==> src/hdl/hwpe_pkg.sv <==
`timescale 1ns / 1ps
// Shared types and constants for the Hann-windowed power envelope block.
// No dependencies; used by every other file in hdl/.
package hwpe_pkg;

  localparam int unsigned SAMPLE_W     = 16;
  localparam int unsigned SQ_W         = 31;
  localparam int unsigned WORD_W       = 32;
  localparam int unsigned PROD_W       = 33;
  localparam int unsigned ACC_W        = 40;
  localparam int unsigned PERIOD_W     = 11;
  localparam int unsigned PEAK_W       = 15;
  localparam int unsigned MS_W         = 32;
  localparam int unsigned OUT_W        = 48;
  localparam logic [PERIOD_W-1:0] PERIOD_RESET = 11'd512;

  localparam logic [63:0] PI_Q30  = 64'd3373256577;
  localparam logic [63:0] ONE_Q30 = 64'd1073741824;

  typedef enum logic [2:0] {
    S_IDLE,
    S_ACC,
    S_ACC_DRAIN,
    S_SHIFT,
    S_SHIFT_DRAIN,
    S_PUSH
  } state_t;

  typedef enum logic [1:0] {
    OP_ACC,
    OP_MOV,
    OP_CLR
  } op_t;

  typedef struct packed {
    logic valid;
    op_t  op;
  } uop_t;

endpackage

==> src/hdl/hwpe_mac.sv <==
`timescale 1ns / 1ps
// Shared weighted-square multiply and saturating accumulate unit.
// Registers the product, then forms the slot write-back. Depends on hwpe_pkg.
module hwpe_mac #(
  parameter int unsigned AW = 5
) (
  input  logic                             clk,
  input  logic                             rst,
  input  hwpe_pkg::uop_t                   in_u,
  input  logic [AW-1:0]                    in_addr,
  input  logic [hwpe_pkg::SQ_W-1:0]        sq,
  input  logic [hwpe_pkg::WORD_W-1:0]      weight,
  input  logic [hwpe_pkg::ACC_W-1:0]       sum,
  output hwpe_pkg::uop_t                   out_u,
  output logic [AW-1:0]                    out_addr,
  output logic [hwpe_pkg::ACC_W-1:0]       out_data
);

  localparam int unsigned FULL_W = hwpe_pkg::SQ_W + hwpe_pkg::WORD_W;

  logic [FULL_W-1:0]            prod_full;
  logic [hwpe_pkg::PROD_W-1:0]  prod;
  logic [hwpe_pkg::ACC_W-1:0]   sum_r;
  logic [hwpe_pkg::ACC_W:0]     sum_ext;

  assign prod_full = FULL_W'(sq) * FULL_W'(weight);

  always_ff @(posedge clk) begin
    if (rst) begin
      out_u.valid <= 1'b0;
      out_u.op    <= hwpe_pkg::OP_CLR;
    end else begin
      out_u <= in_u;
    end
  end

  always_ff @(posedge clk) begin
    out_addr <= in_addr;
    prod     <= prod_full[FULL_W-1:30];
    sum_r    <= sum;
  end

  assign sum_ext = {1'b0, sum_r} + (hwpe_pkg::ACC_W + 1)'(prod);

  always_comb begin
    case (out_u.op)
      hwpe_pkg::OP_ACC: out_data = sum_ext[hwpe_pkg::ACC_W] ? '1
                                                             : sum_ext[hwpe_pkg::ACC_W-1:0];
      hwpe_pkg::OP_MOV: out_data = sum_r;
      default:          out_data = '0;
    endcase
  end

endmodule

==> config.mk <==
export PLATFORM = sky130hd
export DESIGN_NAME = hwpe_mac
export DESIGN_NICKNAME = d
export VERILOG_FILES = /design/src/hdl/hwpe_pkg.sv /design/src/hdl/hwpe_mac.sv
export SDC_FILE = /design/constraint.sdc
export NUM_CORES = 2
export LEC_CHECK = 0
export ABC_CLOCK_PERIOD_IN_PS = 8960
export BUFFER_PORTS_ARGS = -buffer_cell sky130_fd_sc_hd__buf_2
export CAP_MARGIN = 20
export CORE_UTILIZATION = 66
export CTS_CLUSTER_SIZE = 30
export DETAILED_ROUTE_END_ITERATION = 7
export PLACE_DENSITY = 0.86
export SYNTH_ARGS = -nofsm -noshare
export SYNTH_HDL_FRONTEND = slang
export SYNTH_SLANG_ARGS = --single-unit
==> constraint.sdc <==
create_clock -name clk -period 8.96 [get_ports clk]
set_clock_uncertainty 0.2 [all_clocks]
set_input_delay 0.448 -clock clk [delete_from_list [all_inputs] [get_ports clk]]
set_output_delay 0.448 -clock clk [all_outputs]
set_load 0.01 [all_outputs]
==> results.md <==
* Run status: complete, but fails checks
* Failing checks: DRC
* Max H-tree Level at 3
* IO Count at 161
* Max Slew Vio Count at 0
* Final HPWL DP at 81880 µm
* Die Width at roughly 230 µm
* Vias per cell at 5.975
* P&R area growth vs syn at 6.015%
* Post-route ant nets at 0
* Router iterations before antenna repair at 8
* Crit path DAT at 8.80 ns
* Max-slew headroom at between 20% and 30%
* Clock-pin slew of the registers on the worst-case setup and hold paths at 0.06 ns
* Port bufs at 160
* Setup_tns at 0 ns
* Post-synthesis area per instance at 9.167 µm²
* Fmax at about 110 MHz
* First-pass GRT wire length at ~160000 µm
* Fin crit period at 8.731 ns
* Crit-path max FO at 19
* Die Area at around 55000 µm²
* Core area at 52870 µm²
* Post-Synthesis Cell Area at 35570 µm²
* Routed len/inst at 21.53 µm
* Final net count at 5228
* Vias in the first global route at around 30000
* Vias after detailed routing at 27830
* Largest net degree at the start of global routing at 63
* Mapped Cells at 3880
* CP endpoint kind: flop
* Worst slew pin tran at 1.113 ns
* Hold Path Class: in2reg
* Die H at 234.1 µm
* Startpoint Class: input port
* Ys Warns at 0
* Final Setup Violations at 0
* Top_reg_cell synth: dfxtp_1
* 1st-iter DRT viols at 2612
* CTS root buf: clkbuf_16
* Synth cell types at 74
* Initial Util at 67.28%
* RSZ-0062 raised after global routing: false
* Max_cap viols at 0
* Num Clock Sinks at 81
* # fillers at ~3800
* Fin crit share at between 90% and 100%
* CTS max path bufs at 2
* Std cell rows at between 80 and 90
* Most frequent cells in the layout: 866 x fa_1, 846 x inv_1, 543 x and2_1, 510 x nand2_1, 286 x ha_1
* EDFF count, synth at 0
* Routed wire length at 100300 µm
* DRC errors left at 11
* Gr ovfl total at 0
* Initial antenna violation count at 1
* Critical path type: in2reg
* TritonCTS clock tree: yes
* Commonest non-fill, non-tap cell in the layout: fa_1
* Ys async rst share at 0%
* Num CTS Buffers at 9
* Syn nets at 5145
* Setup Fix Bufs, Post-CTS at 0
* Req. time, crit path at 9.03 ns
* Yosys reg bits at 81
* Post-synthesis sequential area ratio at 4.559%
* Total track usage at 38.51%
* Layout cells sized above 1 at 7.989%
* Hold Violations, Final at 0
* Final Wtd Congestion at 1.107
## through the flow
stage | utilization, % | instance area (µm²) | hold WS, ns | worst slack [ns] | instances
finish | 71.33 | 37710 | 0.003914 | 0.2286 | 4657
global route | 71.32 | 37710 | 0.001117 | 0.1038 | 4656
CTS | 71.25 | 37670 | 0.0004414 | 0.4837 | 4652
detailed placement | 70.25 | 37140 | 0.3516 | 0.1516 | 4611
global placement | 70.25 | 37140 | 0.3501 | 0.5028 | 4611
floorplan | - | 35570 | 0.2757 | 1.617 | 3880
## cells by family (layout without fill, tap and decap cells)
| kind of cell | after synthesis | in the layout | share of synthesized area (%) |
|---|---|---|---|
| other cells | 0 | 1 | 0 |
| flops | 81 | 81 | 4.559 |
| simple gates | 1245 | 1245 | 18.22 |
| fa+ha+maj | 1152 | 1152 | 58.80 |
| mux | 4 | 4 | 0.1126 |
| compound gates | 276 | 276 | 5.445 |
| xor+xnor | 68 | 68 | 1.674 |
| buf+inv | 1054 | 1142 | 11.19 |
## cells in the mapped netlist, types with 4 or more instances
| library cell | number | area (µm²) |
|---|---|---|
| a31oi_1 | 8 | 50.05 |
| a21o_1 | 39 | 292.8 |
| nor3_1 | 33 | 165.2 |
| a221oi_1 | 5 | 43.79 |
| xor2_1 | 19 | 166.4 |
| fa_1 | 866 | 17340 |
| clkbuf_1 | 202 | 758.2 |
| nand4_1 | 21 | 131.4 |
| a211oi_1 | 8 | 60.06 |
| nor2b_1 | 28 | 175.2 |
| nor2_1 | 36 | 135.1 |
| ha_1 | 286 | 3578 |
| o211ai_1 | 10 | 75.07 |
| and3_1 | 11 | 68.82 |
| o21a_1 | 7 | 52.55 |
| nand3_1 | 17 | 85.08 |
| and2_1 | 543 | 3397 |
| a21oi_1 | 84 | 420.4 |
| xnor2_1 | 49 | 429.2 |
| a221oi_2 | 10 | 150.1 |
| nor3_2 | 19 | 190.2 |
| mux2i_1 | 4 | 40.04 |
| inv_1 | 846 | 3176 |
| o22ai_1 | 6 | 37.54 |
| o21ai_0 | 41 | 205.2 |
| o21bai_1 | 18 | 135.1 |
| nand2_1 | 510 | 1914 |
| nand2b_1 | 7 | 43.79 |
| or3_1 | 4 | 25.02 |
| or2_2 | 4 | 25.02 |
| dfxtp_1 | 81 | 1622 |
| nor3b_1 | 4 | 30.03 |
## routing by layer
metal	global-route usage, %	vias to the layer above	routed length [µm]
li1	-	11630	-
met5	0.8036	-	60
met1	49.74	13920	36510
met4	18.41	2	5607
met3	11.17	474	12390
met2	59.78	1803	45700
## cell type report
type	instances	area [µm²]	share of cell area, %
inverter	846	3176	8.421
timing repair buffer	280	1799	4.771
clock inverter	6	50.05	0.1327
multi-input combinational	2745	29970	79.47
tap	688	860.8	2.283
antenna	1	2.502	0.006636
sequential	81	1624	4.307
clock buffer	10	229.0	0.6072
## worst paths after layout
kind / startpoint / to / slack, ns / cells after the start
worst min-delay path: sum[26] / sum_r[26] / 0.004 / 1
worst max-delay path: weight[17] / prod[32] / 0.23 / 25
## worst max-delay path, stage by stage
cell and delay [ns]:
buf_2 0.46, buf_4 0.31, and2_1 0.17, fa_1 0.44
fa_1 0.56, inv_1 0.07, fa_1 0.52, fa_1 0.54
inv_1 0.06, fa_1 0.60, fa_1 0.45, fa_1 0.52
fa_1 0.48, ha_1 0.35, nand4_1 0.21, inv_1 0.07
a221oi_1 0.70, o22ai_1 0.16, o21ai_0 0.47, nand3_1 0.15
buf_4 0.19, a21oi_1 0.23, o21ai_0 0.19, a41oi_1 0.28
xnor2_1 0.15
## sequential cells by signal (all words and copies together), names as in the netlist
signal,flops
prod,33
out_addr,5
out_u,3
sum_r,40
## repair_timing
item / in CTS / in global routing
hold endpoints to repair: 25 / 4
hold buffers: 25 / 4
resized for setup: 0 / 0
Power is left out: the tool's default activity adds up to more than one toggle a clock period on the data nets, which glitch-free logic cannot reach.
