## src/hdl/hwpe_pkg.sv

```systemverilog
`timescale 1ns / 1ps
// Shared types and constants for the Hann-windowed power envelope block.
// No dependencies; used by every other file in hdl/.
package hwpe_pkg;

  localparam int unsigned SAMPLE_W     = 16;
  localparam int unsigned SQ_W         = 31;
  localparam int unsigned WORD_W       = 32;
  localparam int unsigned PROD_W       = 33;
  localparam int unsigned ACC_W        = 40;
  localparam int unsigned PERIOD_W     = 11;
  localparam int unsigned PEAK_W       = 15;
  localparam int unsigned MS_W         = 32;
  localparam int unsigned OUT_W        = 48;
  localparam logic [PERIOD_W-1:0] PERIOD_RESET = 11'd512;

  localparam logic [63:0] PI_Q30  = 64'd3373256577;
  localparam logic [63:0] ONE_Q30 = 64'd1073741824;

  typedef enum logic [2:0] {
    S_IDLE,
    S_ACC,
    S_ACC_DRAIN,
    S_SHIFT,
    S_SHIFT_DRAIN,
    S_PUSH
  } state_t;

  typedef enum logic [1:0] {
    OP_ACC,
    OP_MOV,
    OP_CLR
  } op_t;

  typedef struct packed {
    logic valid;
    op_t  op;
  } uop_t;

endpackage

```

## src/hdl/hwpe_slots.sv

```systemverilog
`timescale 1ns / 1ps
// Overlap accumulator store: one write port, one registered read port,
// per-entry valid bits so unwritten entries read as zero. Depends on hwpe_pkg.
module hwpe_slots #(
  parameter int unsigned DEPTH = 32,
  parameter int unsigned AW    = 5
) (
  input  logic                            clk,
  input  logic                            rst,
  input  logic [AW-1:0]                   rd_addr,
  output logic [hwpe_pkg::ACC_W-1:0]      rd_data,
  input  logic                            wr_en,
  input  logic [AW-1:0]                   wr_addr,
  input  logic [hwpe_pkg::ACC_W-1:0]      wr_data
);

  logic [hwpe_pkg::ACC_W-1:0] mem [DEPTH];
  logic [DEPTH-1:0]           vld;
  logic [hwpe_pkg::ACC_W-1:0] rd_word;
  logic                       rd_vld;

  always_ff @(posedge clk) begin
    if (wr_en) begin
      mem[wr_addr] <= wr_data;
    end
    rd_word <= mem[rd_addr];
  end

  always_ff @(posedge clk) begin
    if (rst) begin
      vld    <= '0;
      rd_vld <= 1'b0;
    end else begin
      if (wr_en) begin
        vld[wr_addr] <= 1'b1;
      end
      rd_vld <= vld[rd_addr];
    end
  end

  assign rd_data = rd_vld ? rd_word : '0;

endmodule

```

## config.mk

```make
export PLATFORM = sky130hd
export DESIGN_NAME = hwpe_slots
export DESIGN_NICKNAME = d
export VERILOG_FILES = /design/src/hdl/hwpe_pkg.sv /design/src/hdl/hwpe_slots.sv
export SDC_FILE = /design/constraint.sdc
export NUM_CORES = 1
export LEC_CHECK = 0
export ABC_AREA = 0
export CAP_MARGIN = 0
export CORE_MARGIN = 2
export CORE_UTILIZATION = 40
export DETAILED_ROUTE_END_ITERATION = 6
export DONT_BUFFER_PORTS = 1
export GPL_TIMING_DRIVEN = 0
export SETUP_SLACK_MARGIN = 0.5
export SLEW_MARGIN = 20
export SYNTH_ARGS = -nofsm -noshare
export SYNTH_HDL_FRONTEND = slang
export SYNTH_SLANG_ARGS = --single-unit
```

## constraint.sdc

```tcl
create_clock -name clk -period 5.05 [get_ports clk]
set_input_delay 1.01 -clock clk [delete_from_list [all_inputs] [get_ports clk]]
set_output_delay 1.01 -clock clk [all_outputs]
set_load 0.01 [all_outputs]
```

==> impl_metrics.toml <==
[critical_path]
r2r-start = "vld[13]$_SDFFE_PP0P_"
required_ns = 4.04
cp-end-kind = "output pin"
cp_max_fo = 10
critPathKind = "flip-flop to output pin"
r2r_cells = 4
rrSetupSlack_ns = 2.86
cpMaxStageDelayCell = "clkbuf_1"
cp_num_cells = 2
critical_path.startpoint = "rd_vld$_SDFF_PP0_"
worstPathCellList = "clkbuf_1 > and2_1"
endpoint = "rd_data[4]"
arrival_ns = 2.47
cp.buffers_inverters = 1
start_kind = "flip-flop"
timing.rr.end = "rd_vld$_SDFF_PP0_"
crit_family = "buffers and inverters"
max_stage_delay_ns = 0.75

[clock_tree]
cts_resized = 0
htree_levels = 4
ctsHoldBuffers = 0
clock-root-buffer = "clkbuf_16"
cts.path.max_buffers = 3
clkTransAtPathRegs_ns = 0.06
cts_tree = "done"
clock_latency_ns = 0.74
numCtsBuffers = 137
cts_post_setup_buffers_inserted = 0
cts_sinks = 1353

[power]
power.share.clock_pct = 42.0
peakVddDrop_v = 0.000323
pwr-share-comb_pct = 4.3
cellPowerDensity_mw_per_mm2 = 394
leakage_nw = 18.1
p_switching_mw = 4.70
swShare_pct = 20.3
power_mw = 23.2
share_seq_of_total_power_pct = 53.7
power.internal_mw = 18.5

[drt]
first_iter_violations = 3192
dr_wl_met3_um = 10200
viasPerCell = 5.72
vias = 23057
ant_nets = 0
drcViolationCount = 0
met2_length_um = 61300
drt-met1-wl_um = 50800
wl_um = 125000
dr.max_layer_used = "met5"
routedWlPerCell_um = 31.1
firstDrtPassIters = 5

[grt]
grt_pass1_vias = 23929
antenna_found_initial = 3
groute.usage.overall_pct = 19.4
grt_overflow = 0
grt_first_pass_wirelength_um = 177000
grt_max_degree = 33

[placed_design]
place_congestion = 0.746
place_area_mm2 = 0.0546
dp_hpwl_um = 78800
portBuffers = 0

[sta]
finalHoldViolCount = 0
relSlewSlack_pct = 16.4
whs_ns = 0.364
setup_viol = 0
grt_setup_unrepaired = "false"
final.period_utilization_pct = 69.0
skew_ns = 0.0259
fmax_ghz = 0.287
drv_slew = 0
worst_pin_slew_ns = 1.22
fin_crit_ns = 3.48

[yosys]
synth_most_common_cell = "edfxtp_1"
ys_types = 23
synth_top_area_share_pct = 75.6
synthCells = 2070
yosysSeqAreaShare_pct = 78.4
synth_area_leader_cell = "edfxtp_1"
ys_ff_latch = 1353
avgSynthCellArea_um2 = 24.6
yosys-top-cells-area = "edfxtp_1 (76%), mux4_2 (18%), dfxtp_1 (2.9%)"
yosys-top-cells-count = "edfxtp_1 (1280), mux4_2 (406), nor2_1 (96)"
synth_flop_cell = "edfxtp_1"
synthArstFlopShare_pct = 0
yosys_warnings = 0
syn_area_mm2 = 0.0509
syn_nets = 2123
synth_edf_count = 1280

[floorplan]
die_x_um = 361
core_area_mm2 = 0.126
dieArea_mm2 = 0.130
io_pins = 93
start_util_pct = 40.4
die_height_um = 361
rows = 130

[cells_and_area]
diodes = 0
fin_area_mm2 = 0.0589
final_nets = 2327
drive_above_1_share_pct = 32.8
fin_util_pct = 46.8
syn_to_final_growth_pct = 15.8

[min_path]
hold_class = "input pin to flip-flop"

[flow_run]
max_cap_violations = 0

[run_status]
outcome = "finished clean"
[power groups by stage]
stage | Sequential [mW] | Combinational (mW) | Clock (mW)
floorplan | 12.7 | 0.660 | 0
global placement | 12.7 | 0.964 | 0
detailed placement | 12.7 | 1.02 | 0
CTS | 12.5 | 1.02 | 9.90
global route | 12.5 | 1.05 | 10.3
finish | 12.5 | 0.998 | 9.75
[registers in the layout, summed over array words and instances, names as in the netlist]
register	flops
vld	32
rd_word	40
rd_vld	1
mem	1280
[cell usage in the layout (no fill, tap or decap)]
| cell type | synthesis | final |
|---|---|---|
| a2111oi_0 | 3 | 3 |
| and2_1 | 40 | 40 |
| and3_1 | 1 | 1 |
| buf_1 | 9 | 8 |
| buf_12 | 0 | 48 |
| buf_16 | 0 | 16 |
| buf_2 | 7 | 7 |
| buf_4 | 29 | 29 |
| buf_6 | 3 | 3 |
| buf_8 | 0 | 1 |
| bufinv_16 | 0 | 8 |
| clkbuf_1 | 58 | 83 |
| clkbuf_16 | 0 | 142 |
| clkbuf_2 | 0 | 6 |
| clkbuf_8 | 0 | 3 |
| clkinv_1 | 0 | 30 |
| clkinv_2 | 0 | 19 |
| clkinv_4 | 0 | 1 |
| clkinv_8 | 0 | 3 |
| clkinvlp_4 | 0 | 6 |
| dfxtp_1 | 73 | 73 |
| edfxtp_1 | 1280 | 1280 |
| inv_16 | 0 | 1 |
| inv_6 | 0 | 4 |
| mux2_2 | 43 | 43 |
| mux2i_1 | 2 | 2 |
| mux4_2 | 406 | 406 |
| nand2_1 | 1 | 1 |
| nand3_1 | 2 | 2 |
| nand3b_1 | 5 | 5 |
| nor2_1 | 96 | 64 |
| nor2_4 | 0 | 32 |
| nor2b_1 | 3 | 3 |
| nor3b_1 | 2 | 2 |
| o21a_1 | 1 | 1 |
| o41a_1 | 1 | 1 |
| or3_1 | 1 | 1 |
| or3b_2 | 4 | 4 |
[cells by family (layout without fill, tap and decap cells)]
family / Yosys count / in the layout / share of synthesized area, %
buf+inv: 106 / 418 / 1.06
mux: 451 / 451 / 19.0
flops: 1353 / 1353 / 78.4
simple gates: 155 / 155 / 1.46
compound gates: 5 / 5 / 0.0886
[routing by layer]
metal | vias to the layer above | GRT usage (%)
met5 | - | 0
met4 | 2 | 5.58
met3 | 196 | 4.19
met1 | 12566 | 26.5
li1 | 9270 | -
met2 | 1023 | 31.4
[metrics by stage]
stage / instances / setup TNS (ns) / setup slack (ns)
6_report: 4032 / 0 / 1.57
5_1_grt: 4032 / 0 / 1.42
4_1_cts: 4032 / 0 / 1.46
3_5_place_dp: 3785 / 0 / 0.916
3_3_place_gp: 3720 / -1463.84 / -1.56
2_1_floorplan: 2070 / 0 / 1.23
[area by class of cell]
class | instances | area (um2)
fill | 10120 | 67000
sequential | 1353 | 39900
multi-input combinational | 611 | 10700
clock buffer | 175 | 3710
tap | 1650 | 2060
timing repair buffer | 65 | 1420
clock inverter | 72 | 606
buffer | 106 | 546
[worst min path at each step]
stage / from / endpoint / cells past startpoint
floorplan: vld[8]$_SDFFE_PP0P_ / vld[8]$_SDFFE_PP0P_ / 2
global placement: vld[2]$_SDFFE_PP0P_ / vld[2]$_SDFFE_PP0P_ / 2
detailed placement: vld[8]$_SDFFE_PP0P_ / vld[8]$_SDFFE_PP0P_ / 2
CTS: wr_data[8] / mem[19][8]$_DFFE_PP_ / 0
global route: wr_data[8] / mem[19][8]$_DFFE_PP_ / 0
finish: wr_data[4] / mem[30][4]$_DFFE_PP_ / 0
Note: power is estimated with default switching activity, not from simulation.
